--- src/dqvs_pkg.sv ---
// Shared types and constants for the double-ended queue with value search.
// No dependencies; used by every module in src.
package dqvs_pkg;

    localparam int DEPTH_DEF = 64;
    localparam int DATA_W    = 32;
    localparam int ACT_W     = 3;
    localparam int POS_W     = 6;
    localparam int STAT_W    = 2;
    localparam int OCC_W     = 7;
    localparam int CHUNK     = 8;
    localparam int TDATA_W   = 48;

    typedef enum logic [ACT_W-1:0] {
        ACT_PUSH_FRONT = 3'd0,
        ACT_PUSH_BACK  = 3'd1,
        ACT_POP_FRONT  = 3'd2,
        ACT_POP_BACK   = 3'd3,
        ACT_REMOVE     = 3'd4,
        ACT_COUNT      = 3'd5,
        ACT_READ       = 3'd6
    } action_t;

    typedef enum logic [STAT_W-1:0] {
        ST_OK    = 2'd0,
        ST_FULL  = 2'd1,
        ST_EMPTY = 2'd2,
        ST_MISS  = 2'd3
    } status_t;

    // Entry update broadcast to every cell together
    typedef enum logic [1:0] {
        EOP_HOLD = 2'd0,
        EOP_SHR  = 2'd1,
        EOP_SHL  = 2'd2,
        EOP_LOAD = 2'd3
    } ent_op_t;

    typedef struct packed {
        ent_op_t ent_op;
        logic    cmp;
        logic    scan;
    } cell_ctl_t;

    typedef enum logic [1:0] {
        S_IDLE = 2'b01,
        S_SCAN = 2'b10
    } state_t;

endpackage

--- src/dqvs_cell.sv ---
// One storage cell of the queue chain: an entry and a match flag.
// Depends on dqvs_pkg.
module dqvs_cell #(
    parameter int IDX = 0,
    parameter int AW  = 6,
    parameter int CW  = 7
) (
    input  logic                          clk,
    input  logic                          rst_n,
    input  dqvs_pkg::cell_ctl_t           ctl,
    input  logic [AW-1:0]                 sel_idx,
    input  logic [CW-1:0]                 count,
    input  logic [dqvs_pkg::DATA_W-1:0]   load_value,
    input  logic [dqvs_pkg::DATA_W-1:0]   left_entry,
    input  logic [dqvs_pkg::DATA_W-1:0]   right_entry,
    input  logic                          match_in,
    output logic [dqvs_pkg::DATA_W-1:0]   entry,
    output logic                          match
);

    localparam logic [AW-1:0] MY_IDX = AW'(IDX);
    localparam logic [CW-1:0] MY_POS = CW'(IDX);

    logic [dqvs_pkg::DATA_W-1:0] entry_reg;
    logic [dqvs_pkg::DATA_W-1:0] entry_next;
    logic                        match_reg;
    logic                        match_next;

    always_comb
    begin
        entry_next = entry_reg;
        case (ctl.ent_op)
            dqvs_pkg::EOP_SHR:
            begin
                entry_next = left_entry;
            end
            dqvs_pkg::EOP_SHL:
            begin
                if (MY_IDX >= sel_idx)
                begin
                    entry_next = right_entry;
                end
            end
            dqvs_pkg::EOP_LOAD:
            begin
                if (MY_IDX == sel_idx)
                begin
                    entry_next = load_value;
                end
            end
            default:
            begin
                entry_next = entry_reg;
            end
        endcase
    end

    // Compare against the key, or pass the flag one chunk towards the front
    always_comb
    begin
        if (ctl.cmp)
        begin
            match_next = (MY_POS < count) && (entry_reg == load_value);
        end
        else if (ctl.scan)
        begin
            match_next = match_in;
        end
        else
        begin
            match_next = match_reg;
        end
    end

    always_ff @(posedge clk)
    begin
        entry_reg <= entry_next;
    end

    always_ff @(posedge clk or negedge rst_n)
    begin
        if (!rst_n)
        begin
            match_reg <= 1'b0;
        end
        else
        begin
            match_reg <= match_next;
        end
    end

    assign entry = entry_reg;
    assign match = match_reg;

endmodule

--- config.mk ---
export PLATFORM = sky130hd
export DESIGN_NAME = dqvs_cell
export DESIGN_NICKNAME = d
export VERILOG_FILES = /design/src/dqvs_pkg.sv /design/src/dqvs_cell.sv
export SDC_FILE = /design/constraint.sdc
export NUM_CORES = 1
export LEC_CHECK = 0
export ABC_AREA = 1
export ABC_CLOCK_PERIOD_IN_PS = 1500
export BUFFER_PORTS_ARGS = -buffer_cell sky130_fd_sc_hd__clkbuf_2
export CORE_MARGIN = 1
export CORE_UTILIZATION = 47
export DETAILED_ROUTE_END_ITERATION = 6
export PLACE_DENSITY = 0.95
export REMOVE_ABC_BUFFERS = 1
export SKIP_CTS_REPAIR_TIMING = 1
export SYNTH_ARGS = -nofsm -noshare
export SYNTH_HDL_FRONTEND = slang
export SYNTH_SLANG_ARGS = --single-unit
--- constraint.sdc ---
create_clock -name clk -period 1.5 [get_ports clk]
set_input_delay 0 -clock clk [delete_from_list [all_inputs] [get_ports clk]]
set_output_delay 0 -clock clk [all_outputs]
set_load 0.02 [all_outputs]
==> flow_summary.toml <==
[status]
status = "finished, violations left"
violations = "hold timing"

[floorplan]
rows = 25
start_util = 0.497
dieArea_um2 = 5380
chipWidth_um = 73.4
core-area_um2 = 4820
io_pins = 149
die_height_um = 73.4

[route]
drt-pass1-iter-count = 6
wl_mm = 6.60
initialDrtViolationCount = 198
vias_per_cell = 4.82
wire_per_inst_um = 12.3
vias = 2588
remaining_drc_errors = 0
drtAntennaViolNets = 0

[critical_path]
path_class = "reg2reg"
rrSetupSlack_ns = 0.35
timing.rr.end = "match$_DFFE_PN0P_"
cpMostUsedCell = "nand2_1"
crit_path_top_delay_cell = "edfxtp_1"
cp_cell_sequence = "nand2_1 -> nand2_1 -> inv_1 -> nand2_1 -> nor2_1 -> nand2_1 -> nor2_1 -> nand3_1 -> nand2_1"
required_ns = 1.72
cpPeakStageDelay_ns = 0.43
worst-path-stages = 9
crit_family = "simple AND/OR/NAND/NOR gates"
cp-startpoint = "entry[21]$_DFFE_PP_"
cp_data_arrival_time_ns = 1.37
crit-reg2reg-launch = "entry[21]$_DFFE_PP_"
worst-path-buf-inv = 1
endpoint_kind = "register"
crit_path_end = "match$_DFFE_PN0P_"
reg2regPathDepth = 9
setup.worst_path.start_class = "register"
crit_fanout = 3

[power_and_ir_drop]
p_sw_uw = 772
seqPwrFrac = 0.428
power.internal_mw = 1.94
p_comb_frac = 0.257
p_clk_frac = 0.315
p_leak_nw = 1.84
swShare = 0.284
ir_drop_mv = 0.581
powerDensity_nw_per_um2 = 825

[clock_network]
cts_buffer_depth = 2
clock-root-buffer = "clkbuf_8"
clock-sinks = 33
cts_tree = "yes"
clk_pin_slew_ns = 0.07
ctsHtreeMaxLevel = 2
clkLatencyLatePin_ns = 0.27
cts_buffers = 5

[global_routing]
antenna_found_initial = 0
grt_pass1_wl_mm = 9.83
grt_max_degree = 33
grt_pass1_vias = 2360
track_usage = 0.241
gr-total-overflow = 0

[yosys]
synth_top_area_cell = "edfxtp_1"
async_flop_share = 0.0303
synth_edf_count = 32
ys.flop_type = "edfxtp_1"
syn_area_um2 = 2390
ys_warn_count = 0
synth_top_area_share = 0.401
synthCells = 318
ys_ff_latch = 33
postSynthAreaPerCell_um2 = 7.53
synth_area_leaders = "edfxtp_1 (40%), nand2_1 (22%), o211ai_2 (8.9%)"
synthDistinctLibCells = 21
yosysSeqAreaShare = 0.412

[job]
maxCapViolations = 0

[sta]
setup_viol = 0
skew_ns = 0.00543
hold_viol = 2
whs_ns = -0.000477
rsz0062_at_grt = "false"
drv_slew = 0
max_freq_mhz = 867
worst_pin_slew_ns = 0.482
fin_crit_sh = 0.769
slew_headroom = 0.679
finalCriticalPeriod_ns = 1.15
fin_tns_setup_ns = 0

[final_layout]
final_cell_mix = "clkbuf_2 (148), nand2_1 (141), inv_1 (55)"
n_antenna_cell = 0
largest_reg_flops = 32
drive_above_1_share = 0.381
area_growth_pct = 37.6
fin_area_um2 = 3290
layout_commonest_cell = "clkbuf_2"
nNetsFinal = 585

[place]
hpwl_mm = 5.17
dpl-instance-area_um2 = 3160
gp_congestion = 0.803
port_buffers = 148

[worst_hold_path]
min_path_type = "in2reg"
-- power groups by stage --
stage | clock (mW) | sequential, mW | combinational [mW]
floorplan | 0 | 1.27 | 0.286
global placement | 0 | 1.18 | 0.672
detailed placement | 0 | 1.18 | 0.694
CTS | 0.872 | 1.16 | 0.697
global route | 0.905 | 1.17 | 0.771
finish | 0.856 | 1.16 | 0.698
-- metrics by stage --
step           power [mW]  worst slack [ns]  utilization  instances
2_1_floorplan        1.55            0.0118            -        308
3_3_place_gp         1.85             0.368        0.656        527
3_5_place_dp         1.88             0.338        0.656        527
4_1_cts              2.73             0.329        0.680        535
5_1_grt              2.85             0.220        0.684        537
6_report             2.72             0.346        0.684        537
-- worst register-to-register path, delay by kind of cell (launching register included) --
family	cells	cell delay, ns
and+or+nand+nor	8	0.64
DFF	1	0.43
buffers and inverters	1	0.04
-- cell usage after synthesis, types with 2 or more instances --
cell type  instances
buf_2              3
buf_6              6
edfxtp_1          32
inv_1             55
nand2_1          141
nand3_1           18
nand4_1            2
nor2_1            15
nor3_1             2
o211ai_1           8
o211ai_2          17
o21ai_0            4
xnor2_1            7
-- metal layers --
| metal | part of all wire | vias to the layer above | GRT usage |
|---|---|---|---|
| met4 | 0.011 | 0 | 0.0684 |
| met1 | 0.39 | 1141 | 0.266 |
| met5 | 0 | - | 0 |
| li1 | - | 1311 | - |
| met2 | 0.53 | 126 | 0.464 |
| met3 | 0.064 | 10 | 0.0453 |
-- how the worst min path moves through the flow --
stage / startpoint / to / slack, ns / cells past startpoint
6_report: right_entry[10] / entry[10]$_DFFE_PP_ / -0.0005 / 3
5_1_grt: right_entry[22] / entry[22]$_DFFE_PP_ / 0.001 / 3
3_5_place_dp: rst_n / match$_DFFE_PN0P_ / -0.22 / 1
2_1_floorplan: rst_n / match$_DFFE_PN0P_ / -0.30 / 0
4_1_cts: rst_n / match$_DFFE_PN0P_ / -0.52 / 1
3_3_place_gp: rst_n / match$_DFFE_PN0P_ / -0.22 / 1
-- area by class of cell --
cell class	instances	area [um^2]
clock inverters	1	30.0
well taps	67	83.8
repair buffers	154	791
inverters	56	213
fillers	410	1520
clock buffers	7	86.3
multi-input cells	219	1100
flip-flops and latches	33	986
-- cells by family after synthesis --
group,count (synthesis),share of synthesized area
AO/OA/AOI/OAI,31,0.129
flip-flops,33,0.412
AND/OR/NAND/NOR,181,0.307
buffers and inverters,66,0.127
XOR/XNOR,7,0.0256
(Power assumes the default switching activity.)
