### src/dqvs_pkg.sv
// Shared types and constants for the double-ended queue with value search.
// No dependencies; used by every module in src.
package dqvs_pkg;

    localparam int DEPTH_DEF = 64;
    localparam int DATA_W    = 32;
    localparam int ACT_W     = 3;
    localparam int POS_W     = 6;
    localparam int STAT_W    = 2;
    localparam int OCC_W     = 7;
    localparam int CHUNK     = 8;
    localparam int TDATA_W   = 48;

    typedef enum logic [ACT_W-1:0] {
        ACT_PUSH_FRONT = 3'd0,
        ACT_PUSH_BACK  = 3'd1,
        ACT_POP_FRONT  = 3'd2,
        ACT_POP_BACK   = 3'd3,
        ACT_REMOVE     = 3'd4,
        ACT_COUNT      = 3'd5,
        ACT_READ       = 3'd6
    } action_t;

    typedef enum logic [STAT_W-1:0] {
        ST_OK    = 2'd0,
        ST_FULL  = 2'd1,
        ST_EMPTY = 2'd2,
        ST_MISS  = 2'd3
    } status_t;

    // Entry update broadcast to every cell together
    typedef enum logic [1:0] {
        EOP_HOLD = 2'd0,
        EOP_SHR  = 2'd1,
        EOP_SHL  = 2'd2,
        EOP_LOAD = 2'd3
    } ent_op_t;

    typedef struct packed {
        ent_op_t ent_op;
        logic    cmp;
        logic    scan;
    } cell_ctl_t;

    typedef enum logic [1:0] {
        S_IDLE = 2'b01,
        S_SCAN = 2'b10
    } state_t;

endpackage

### src/dqvs_scan.sv
// Match scanner: counts and locates match flags, one chunk of eight per cycle.
// Depends on dqvs_pkg.
module dqvs_scan #(
    parameter int DEPTH = dqvs_pkg::DEPTH_DEF
) (
    input  logic                                clk,
    input  logic                                rst_n,
    input  logic                                start,
    input  logic                                step,
    input  logic [dqvs_pkg::CHUNK-1:0]          bits,
    output logic                                hit,
    output logic [$clog2(DEPTH)-1:0]            hit_idx,
    output logic [$clog2(DEPTH+1)-1:0]          total,
    output logic                                last
);

    localparam int AW  = $clog2(DEPTH);
    localparam int CW  = $clog2(DEPTH + 1);
    localparam int NCH = (DEPTH + dqvs_pkg::CHUNK - 1) / dqvs_pkg::CHUNK;
    localparam int CKW = (NCH > 1) ? $clog2(NCH) : 1;
    localparam int EW  = $clog2(dqvs_pkg::CHUNK);
    localparam int IW  = CKW + EW;

    logic [CKW-1:0] chunk_reg;
    logic [CKW-1:0] chunk_next;
    logic [CW-1:0]  acc_reg;
    logic [CW-1:0]  acc_next;
    logic [EW-1:0]  enc;
    logic [EW:0]    pop;
    logic [IW-1:0]  raw_idx;

    always_comb
    begin
        enc = '0;
        pop = '0;
        for (int i = dqvs_pkg::CHUNK - 1; i >= 0; i--)
        begin
            if (bits[i])
            begin
                enc = EW'(i);
            end
        end
        for (int i = 0; i < dqvs_pkg::CHUNK; i++)
        begin
            pop = pop + (EW + 1)'(bits[i]);
        end
    end

    assign hit     = |bits;
    assign raw_idx = {chunk_reg, enc};
    assign hit_idx = AW'(raw_idx);
    assign total   = acc_reg + CW'(pop);
    assign last    = (chunk_reg == CKW'(NCH - 1));

    always_comb
    begin
        chunk_next = chunk_reg;
        acc_next   = acc_reg;
        if (start)
        begin
            chunk_next = '0;
            acc_next   = '0;
        end
        else if (step)
        begin
            chunk_next = chunk_reg + 1'b1;
            acc_next   = total;
        end
    end

    always_ff @(posedge clk or negedge rst_n)
    begin
        if (!rst_n)
        begin
            chunk_reg <= '0;
            acc_reg   <= '0;
        end
        else
        begin
            chunk_reg <= chunk_next;
            acc_reg   <= acc_next;
        end
    end

endmodule

### config.mk
export PLATFORM = sky130hd
export DESIGN_NAME = dqvs_scan
export DESIGN_NICKNAME = d
export VERILOG_FILES = /design/src/dqvs_pkg.sv /design/src/dqvs_scan.sv
export SDC_FILE = /design/constraint.sdc
export NUM_CORES = 1
export LEC_CHECK = 0
export ABC_AREA = 0
export BUFFER_PORTS_ARGS = -buffer_cell sky130_fd_sc_hd__buf_2
export CORE_ASPECT_RATIO = 1.4
export CORE_MARGIN = 10
export CORE_UTILIZATION = 45
export DETAILED_ROUTE_END_ITERATION = 6
export PLACE_DENSITY = 0.73
export SLEW_MARGIN = 20
export SYNTH_ARGS = -nofsm -noshare
export SYNTH_HDL_FRONTEND = slang
export SYNTH_SLANG_ARGS = --single-unit
### constraint.sdc
create_clock -name clk -period 6.5 [get_ports clk]
set_input_delay 1.3 -clock clk [delete_from_list [all_inputs] [get_ports clk]]
set_output_delay 1.3 -clock clk [all_outputs]
set_load 0.01 [all_outputs]
==> results of run 1 <==
## routing by layer
layer | routed length (µm) | up-vias | track usage (%)
li1 | - | 390 | -
met1 | 780 | 379 | 10.6
met2 | 1070 | 27 | 19.3
met3 | 178 | 4 | 2.93
met4 | 23 | 0 | 4.71
met5 | 0 | - | 0
## per-stage QoR
stage | util, % | setup WS [ps] | total power (W)
after CTS | 55.3 | 566 | 0.000350
final | 55.3 | 607 | 0.000339
after floorplan | - | 930 | 0.000231
after global placement | 54.1 | 654 | 0.000302
after global routing | 55.3 | 401 | 0.000377
after detailed placement | 54.1 | 579 | 0.000309
## power breakdown
group	total, W	leakage [nW]	switching, W	internal, W
combinational	0.000216	0.432	0.000124	0.0000919
sequential	0.0000853	0.135	0.0000105	0.0000748
clock	0.0000386	0.0138	0.0000174	0.0000212
## placed cells by master (no fill, tap or decap), types with 2 or more instances in the layout
cell and instances:
nor3_1 2, mux2i_1 5, nor2_1 13, inv_1 15
buf_2 26, o21a_1 2, a211oi_1 4, a21oi_1 5
ha_1 9, nor4b_1 2, nand2_1 3, nand2b_1 3
xnor2_1 6, dfrtp_1 10, fa_1 5, o21ai_1 3
clkbuf_4 3
## worst reg2reg max path: stages (launching register included)
cell      delay, ps
dfrtp_1         340
inv_1            60
fa_1            530
fa_1            440
fa_1            420
fa_1            410
nand2b_1        230
a211oi_2        230
xnor2_1         140
nor2_1           50
## synth_stat cells (2+ instances only)
cell type and count:
nand2b_1 3, inv_1 15, nor3_1 2, o21ai_1 3, nor2_1 13, a21oi_1 5, mux2i_1 5, nand2_1 3
a211oi_1 4, xnor2_1 6, ha_1 9, o21a_1 2, nor4b_1 2, fa_1 5, dfrtp_1 10
## area by class of cell
class	count	area, µm²	area share, %
clock buffers	3	22.5	2.09
inverters	16	60.1	5.57
multi-input cells	71	588	54.6
repair buffers	26	130	12.1
well taps	21	26.3	2.44
flip-flops and latches	10	250	23.2
## kinds of logic after synthesis
family / synth area share (%)
AND/OR/NAND/NOR: 14.6
buffers and inverters: 8.34
AO/OA/AOI/OAI: 14.2
adder cells (fa/ha/maj): 23.3
flip-flops: 27.4
XOR/XNOR: 6.70
multiplexers: 5.47
## worst paths after layout
check                                start            to  slack (ps)
worst max-delay path               bits[0]      total[6]         610
worst min-delay path            acc_reg[3]    acc_reg[3]         500
worst max register to register  acc_reg[0]    acc_reg[6]        3540
worst min register to register  acc_reg[3]    acc_reg[3]         500
max in group asynchronous            rst_n    acc_reg[0]        5430
min in group asynchronous            rst_n  chunk_reg[0]         890
==> metrics.md, run 1 <==
| Metric | Value |
|---|---|
| Status | `finished clean` |
| DRC viols | `0` |
| CP top delay family | `adder cells` |
| Clock slew at reported path FFs | `~60 ps` |
| Cells after Synth | `100` |
| Hold Path Depth | `2` |
| Startpoint class of the critical path | `primary input` |
| Nets | `~150` |
| Area Growth Syn to Fin | `17.8%` |
| Normalized max-slew margin | `71.9%` |
| Row cnt | `19` |
| ANT cells | `0` |
| Worst-Skew Late Latency | `approximately 250 ps` |
| Register area share after synthesis | `a little over a quarter` |
| RePlAce Congestion | `0.836` |
| Post-synth EDFFs | `0` |
| Max cap viols | `0` |
| Root Driver | `clkbuf_4` |
| Worst path depth | `11` |
| Fin area | `1080 µm²` |
| Worst Hold Class | `flop to flop` |
| Hold buffers post-CTS | `0` |
| Starting Density | `between 40% and 50%` |
| Non-filler cells, final | `147` |
| Antenna violations before repair | `0` |
| Worst vdd ir | `147 µV` |
| Largest net degree at the start of global routing | `15` |
| DRT Wirelength | `between 2000 and 2500 µm` |
| H-tree depth | `1` |
| Pre-antenna DRT Iters | `4` |
| LEAKAGE | `about 0.58 nW` |
| Placed instance area | `1050 µm²` |
| Final clock skew | `around 1.8 ps` |
| Synth top area share | `27.4%` |
| Routed vias | `800` |
| Syn Std Cell Area | `between 900 and 1000 µm²` |
| R2R cell count | `9` |
| Fin Setup TNS | `0 ps` |
| Worst EP arrival | `~4600 ps` |
| Yosys warns | `0` |
| Total Routing Usage GR | `10.5%` |
| Synth unique cells | `28` |
| Chip Height | `between 70 and 80 µm` |
| Wire per inst | `14.0 µm` |
| TritonCTS Buffers | `3` |
| Crit path largest cell delay | `between 500 and 600 ps` |
| Cell Chain, Critical Path | `buf_2, fa_1, inv_1, fa_1, fa_1, fa_1, fa_1, nand2b_1, a211oi_1, xor2_1, buf_2` |
| Ys flop type | `dfrtp_1` |
| CP bufs+invs | `3` |
| Core area | `~1900 µm²` |
| First-pass GRT wire length | `between 3000 and 4000 µm` |
| Vias per inst | `between 5 and 6` |
| Avg Cell Area, Syn | `between 9 and 10 µm²` |
| Syn nets | `about 130` |
| CTS resizes | `0` |
| Max reg flops | `7` |
| Pwr dens | `roughly 320 nW/µm²` |
| Period utilisation layout | `about nine tenths` |
| CTS tree | `yes` |
| Chip Width | `around 58 µm` |
| WP data required | `about 5200 ps` |
| Synth Register Bits | `10` |
| Fraction of final layout cells sized beyond drive strength 1 | `25.4%` |
| Die footprint | `approximately 4300 µm²` |
| HPWL after detailed placement | `1770 µm` |
| Minimum clock period | `approximately 5900 ps` |
| Most used cell, CP | `fa_1` |
| Clock Sinks | `10` |
| RSZ-0062 raised after global routing | `no` |
| Antenna-violating nets left | `0` |
| Placed cell count | `between 100 and 150` |
| I/O Buffers | `26` |
| Grt ovf | `0` |
| Main area contributors after synthesis | `dfrtp_1 (27%), ha_1 (12%), fa_1 (11%)` |
| CP max FO | `5` |
| Setup Crit Path Kind | `primary input to output port` |
| WHS | `499 ps` |
| I/O pin count | `27` |
| Setup crit end kind | `output port` |
| Vias in the first global route | `863` |
| Count of final hold-check violations | `0` |
| Fmax | `around 170 MHz` |
| Max Slew Vio Count | `0` |
| Clock Tree Buf Depth | `2` |
| Synth area leader | `dfrtp_1` |
| Iteration-0 DRC Markers | `13` |
| Final setup fails | `0` |
| Post-CTS Setup Inserts | `0` |
| Slowest-stage cell, CP | `fa_1` |
| Fillers | `just under 200` |
| Worst Tran Pin Value | `between 400 and 500 ps` |
| Asr flop ratio synth | `100%` |
No activity file was read; power rests on OpenSTA's default activity.
==> run 2: changes to the inputs <==
--- a/config.mk
+++ b/config.mk
@@ -11,7 +11,7 @@
 export CORE_MARGIN = 10
 export CORE_UTILIZATION = 45
 export DETAILED_ROUTE_END_ITERATION = 6
-export PLACE_DENSITY = 0.73
+export PLACE_DENSITY = 0.77
 export SLEW_MARGIN = 20
 export SYNTH_ARGS = -nofsm -noshare
 export SYNTH_HDL_FRONTEND = slang
==> metrics.md, run 2 (synthesis gave the netlist of run 1 again) <==
| Metric | Value |
|---|---|
| CP top delay family | `adder cells` |
| Cell Chain, Critical Path | `buf_2, fa_1, inv_1, fa_1, fa_1, fa_1, fa_1, nand2b_1, a211oi_1, xor2_1, buf_2` |
| RePlAce Congestion | `around 0.74` |
| Fin area | `1080 µm²` |
| Largest net degree at the start of global routing | `15` |
| HPWL after detailed placement | `roughly 1700 µm` |
| Worst Hold Class | `flop to flop` |
| Chip Height | `approximately 73 µm` |
| Row cnt | `19` |
| Clock Sinks | `10` |
| Count of final hold-check violations | `0` |
| DRC viols | `0` |
| Post-CTS Setup Inserts | `0` |
| P_sw | `0.000150 W` |
| Most frequent cells in the layout | `buf_2 (26), inv_1 (15), nor2_1 (13)` |
| Die footprint | `4260 µm²` |
| I/O Buffers | `26` |
| CP bufs+invs | `3` |
| Slowest-stage cell, CP | `fa_1` |
| Setup crit end kind | `output port` |
| TritonCTS Buffers | `3` |
| Worst-Skew Late Latency | `250 ps` |
| LEAKAGE | `approximately 0.58 nW` |
| Fmax | `171 MHz` |
| Final setup fails | `0` |
| CTS resizes | `0` |
| First-pass GRT wire length | `approximately 3500 µm` |
| Normalized max-slew margin | `a little under three quarters` |
| Max cap viols | `0` |
| Clk pwr share | `about an eighth` |
| Hold buffers post-CTS | `0` |
| Vias in the first global route | `between 800 and 900` |
| Area Growth Syn to Fin | `17.8%` |
| Routed vias | `~780` |
| Nets | `~150` |
| Starting Density | `46.9%` |
| Setup WS pre-CTS | `around 630 ps` |
| Most used cell, CP | `fa_1` |
| ANT cells | `0` |
| Fin Setup TNS | `0 ps` |
| Root Driver | `clkbuf_4` |
| Placed instance area | `between 1000 and 1500 µm²` |
| Core area | `around 1900 µm²` |
| I/O pin count | `27` |
| Max reg flops | `7` |
| Worst vdd ir | `approximately 170 µV` |
| WP data required | `roughly 5200 ps` |
| Flop pwr share | `between 20% and 30%` |
| Power, Total | `0.000338 W` |
| Grt ovf | `0` |
| Max Slew Vio Count | `0` |
| Final worst slack | `approximately 650 ps` |
| Internal power | `about 0.00019 W` |
| Util after Layout | `a little under three fifths` |
| Clock Tree Buf Depth | `2` |
| Iteration-0 DRC Markers | `10` |
| Most common cell after layout, fill and taps aside | `buf_2` |
| Period utilisation layout | `about nine tenths` |
| Startpoint class of the critical path | `primary input` |
| Antenna-violating nets left | `0` |
| CP max FO | `5` |
| CTS tree | `yes` |
| Antenna violations before repair | `0` |
| Area of the multi-input gates | `about 600 µm²` |
| Fillers | `~190` |
| RSZ-0062 raised after global routing | `no` |
| Vias per inst | `between 5 and 6` |
| Chip Width | `roughly 58 µm` |
| Register area | `approximately 250 µm²` |
| Fraction of final layout cells sized beyond drive strength 1 | `25.4%` |
| Crit path largest cell delay | `about 540 ps` |
| Setup Crit Path Kind | `primary input to output port` |
| Total Routing Usage GR | `about a tenth` |
| Wire per inst | `about 14 µm` |
| Worst EP arrival | `4550 ps` |
| Minimum clock period | `5850 ps` |
| Pwr dens | `approximately 310 nW/µm²` |
| Pre-antenna DRT Iters | `3` |
| Clock slew at reported path FFs | `around 60 ps` |
| Status | `finished clean` |
| Final clock skew | `2.68 ps` |
| Worst Tran Pin Value | `420 ps` |
| H-tree depth | `1` |
| Comb power frac | `between 60% and 70%` |
| Switching Fraction | `~44%` |
| DRT Wirelength | `2010 µm` |
==> run 2: cell counts in the layout (fill, tap and decap cells not counted) <==
Identical to the previous run, type by type.
==> run 2: final cells by class <==
type | count | area share (%)
Clock buffer | 3 | 2.09
Multi-Input combinational cell | 71 | 54.6
Tap cell | 21 | 2.44
Inverter | 16 | 5.57
Sequential cell | 10 | 23.2
Timing Repair Buffer | 26 | 12.1
==> run 2: routing by layer <==
metal	vias up	routed length [µm]	track usage [%]
li1	387	-	-
met1	378	803	10.9
met2	14	1100	17.6
met3	0	106	2.59
met4	0	0	3.14
met5	-	0	0
==> run 2: worst paths after layout <==
check                                 from            to  slack, ps  cells after the start
min in group asynchronous            rst_n  chunk_reg[2]        900                      1
max in group asynchronous            rst_n    acc_reg[0]       5410                      1
worst min register to register  acc_reg[3]    acc_reg[3]        490                      2
worst max register to register  acc_reg[0]    acc_reg[6]       3590                      9
worst min-delay path            acc_reg[3]    acc_reg[3]        490                      2
worst max-delay path               bits[0]      total[6]        650                     11
==> run 2: worst reg2reg max path, delay by kind of cell (launching register included) <==
| family | cells | cell delay [ps] |
|---|---|---|
| AND/OR/NAND/NOR | 2 | 270 |
| flip-flops | 1 | 340 |
| AO/OA/AOI/OAI | 1 | 220 |
| XOR/XNOR | 1 | 140 |
| buffers and inverters | 1 | 50 |
| adder cells (fa/ha/maj) | 4 | 1760 |
==> run 2: power groups by stage <==
stage / clock network (W) / registers [W] / logic (W)
floorplan: 0 / 0.0000834 / 0.000147
global placement: 0 / 0.0000853 / 0.000212
detailed placement: 0 / 0.0000854 / 0.000217
CTS: 0.0000417 / 0.0000845 / 0.000220
global route: 0.0000442 / 0.0000867 / 0.000244
finish: 0.0000395 / 0.0000846 / 0.000213
==> run 2: through the flow <==
step | hold WS, ps | instances
finish | 493 | 147
global route | 530 | 147
CTS | 495 | 147
detailed placement | 482 | 144
global placement | 477 | 144
floorplan | 455 | 100
==> run 3: changes to the inputs <==
--- a/config.mk
+++ b/config.mk
@@ -7,7 +7,6 @@
 export LEC_CHECK = 0
 export ABC_AREA = 0
 export BUFFER_PORTS_ARGS = -buffer_cell sky130_fd_sc_hd__buf_2
-export CORE_ASPECT_RATIO = 1.4
 export CORE_MARGIN = 10
 export CORE_UTILIZATION = 45
 export DETAILED_ROUTE_END_ITERATION = 6
==> metrics.md, run 3 (synthesis gave the netlist of run 1 again) <==
| Metric | Value |
|---|---|
| Core area | `1940 µm²` |
| Antenna-violating nets left | `0` |
| RePlAce Congestion | `between 0.7 and 0.8` |
| Setup Crit Path Kind | `primary input to output port` |
| Worst vdd ir | `approximately 190 µV` |
| Worst Tran Pin Value | `389 ps` |
| Power, Total | `around 0.00034 W` |
| Fin Setup TNS | `0 ps` |
| Wire per inst | `between 10 and 15 µm` |
| Status | `finished clean` |
| Normalized max-slew margin | `73.8%` |
| I/O pin count | `27` |
| Clock Tree Buf Depth | `2` |
| Max cap viols | `0` |
| Grt ovf | `0` |
| HPWL after detailed placement | `1750 µm` |
| RSZ-0062 raised after global routing | `no` |
| Die footprint | `~4200 µm²` |
| Routed vias | `just under 800` |
| Wl on met1 | `between 800 and 900 µm` |
| Chip Width | `about 65 µm` |
| CP max FO | `5` |
| H-tree depth | `1` |
| Most frequent cells in the layout | `buf_2 (26), inv_1 (15), nor2_1 (13)` |
| Final setup fails | `0` |
| Metal3 WL | `approximately 130 µm` |
| Pwr dens | `roughly 320 nW/µm²` |
| Largest net degree at the start of global routing | `15` |
| Post-CTS Setup Inserts | `0` |
| CTS resizes | `0` |
| DRT Wirelength | `2090 µm` |
| Period utilisation layout | `92.0%` |
| Fin area | `approximately 1100 µm²` |
| LEAKAGE | `a little under 0.6 nW` |
| WP data required | `5200 ps` |
| Max Slew Vio Count | `0` |
| CTS tree | `yes` |
| Nets | `between 150 and 200` |
| Chip Height | `between 60 and 70 µm` |
| Worst Hold Class | `flop to flop` |
| Worst-Skew Late Latency | `around 260 ps` |
| Fraction of final layout cells sized beyond drive strength 1 | `between 20% and 30%` |
| Startpoint class of the critical path | `primary input` |
| TritonCTS Buffers | `3` |
| I/O Buffers | `26` |
| Fmax | `~170 MHz` |
| Clock slew at reported path FFs | `about 60 ps` |
| Final worst slack | `519 ps` |
| Final clock skew | `approximately 0.31 ps` |
| Count of final hold-check violations | `0` |
| Highest Signal Layer | `met4` |
| Hold buffers post-CTS | `0` |
| First-pass GRT wire length | `3510 µm` |
| Clock Sinks | `10` |
| Worst EP arrival | `between 4000 and 5000 ps` |
| Fillers | `194` |
| Row cnt | `16` |
| Starting Density | `47.1%` |
| Area Growth Syn to Fin | `18.6%` |
| Vias per inst | `around 5` |
| Total Routing Usage GR | `about a tenth` |
| Pre-antenna DRT Iters | `4` |
| Root Driver | `clkbuf_4` |
| Antenna violations before repair | `0` |
| Vias in the first global route | `849` |
| Minimum clock period | `5980 ps` |
| ANT cells | `0` |
| Total length of routed met2 wires | `slightly above 1000 µm` |
| DRC viols | `0` |
| Placed instance area | `1060 µm²` |
| Max reg flops | `7` |
| Setup crit end kind | `output port` |
| Most common cell after layout, fill and taps aside | `buf_2` |
| Setup WS pre-CTS | `552 ps` |
| Iteration-0 DRC Markers | `12` |
[run 3: cell counts in the layout (fill, tap and decap cells not counted)]
No cell type changed its count.
[run 3: cell type report]
class	instances	area, µm²	area share [%]
multi-input cells	71	588	54.2
flip-flops and latches	10	250	23.1
repair buffers	26	130	12.0
inverters	16	60.1	5.54
well taps	27	33.8	3.11
clock buffers	3	22.5	2.08
[run 3: critical path, stage by stage]
cell	delay [ps]
buf_2	130
fa_1	530
inv_1	50
fa_1	490
fa_1	430
fa_1	420
fa_1	410
nand2b_1	210
a211oi_1	310
xor2_1	230
buf_2	170
[run 3: power by group]
part | switching (W) | internal, W | total (W)
sequential | 0.00000971 | 0.0000747 | 0.0000844
clock | 0.0000200 | 0.0000213 | 0.0000413
combinational | 0.000125 | 0.0000921 | 0.000217
total | 0.000154 | 0.000188 | 0.000342
[run 3: through the flow]
stage          hold slack [ps]  utilization, %  instances
2_1_floorplan              455               -        100
3_3_place_gp               474            54.7        150
3_5_place_dp               496            54.7        150
4_1_cts                    514            55.9        153
5_1_grt                    534            55.9        153
6_report                   512            55.9        153
[run 3: metal layers]
metal	GRT usage (%)	up-vias
li1	-	388
met1	10.7	359
met2	17.6	18
met3	2.58	6
met4	6.68	0
met5	0	-
[run 3: worst paths after layout]
| kind | start | slack, ps | end | cells after the start |
|---|---|---|---|---|
| setup / recovery | bits[0] | 520 | total[6] | 11 |
| hold / removal | acc_reg[3] | 510 | acc_reg[3] | 2 |
| setup reg to reg | acc_reg[0] | 3560 | acc_reg[4] | 9 |
| hold reg to reg | acc_reg[3] | 510 | acc_reg[3] | 2 |
| max in group asynchronous | rst_n | 5420 | acc_reg[1] | 1 |
| min in group asynchronous | rst_n | 890 | acc_reg[6] | 1 |
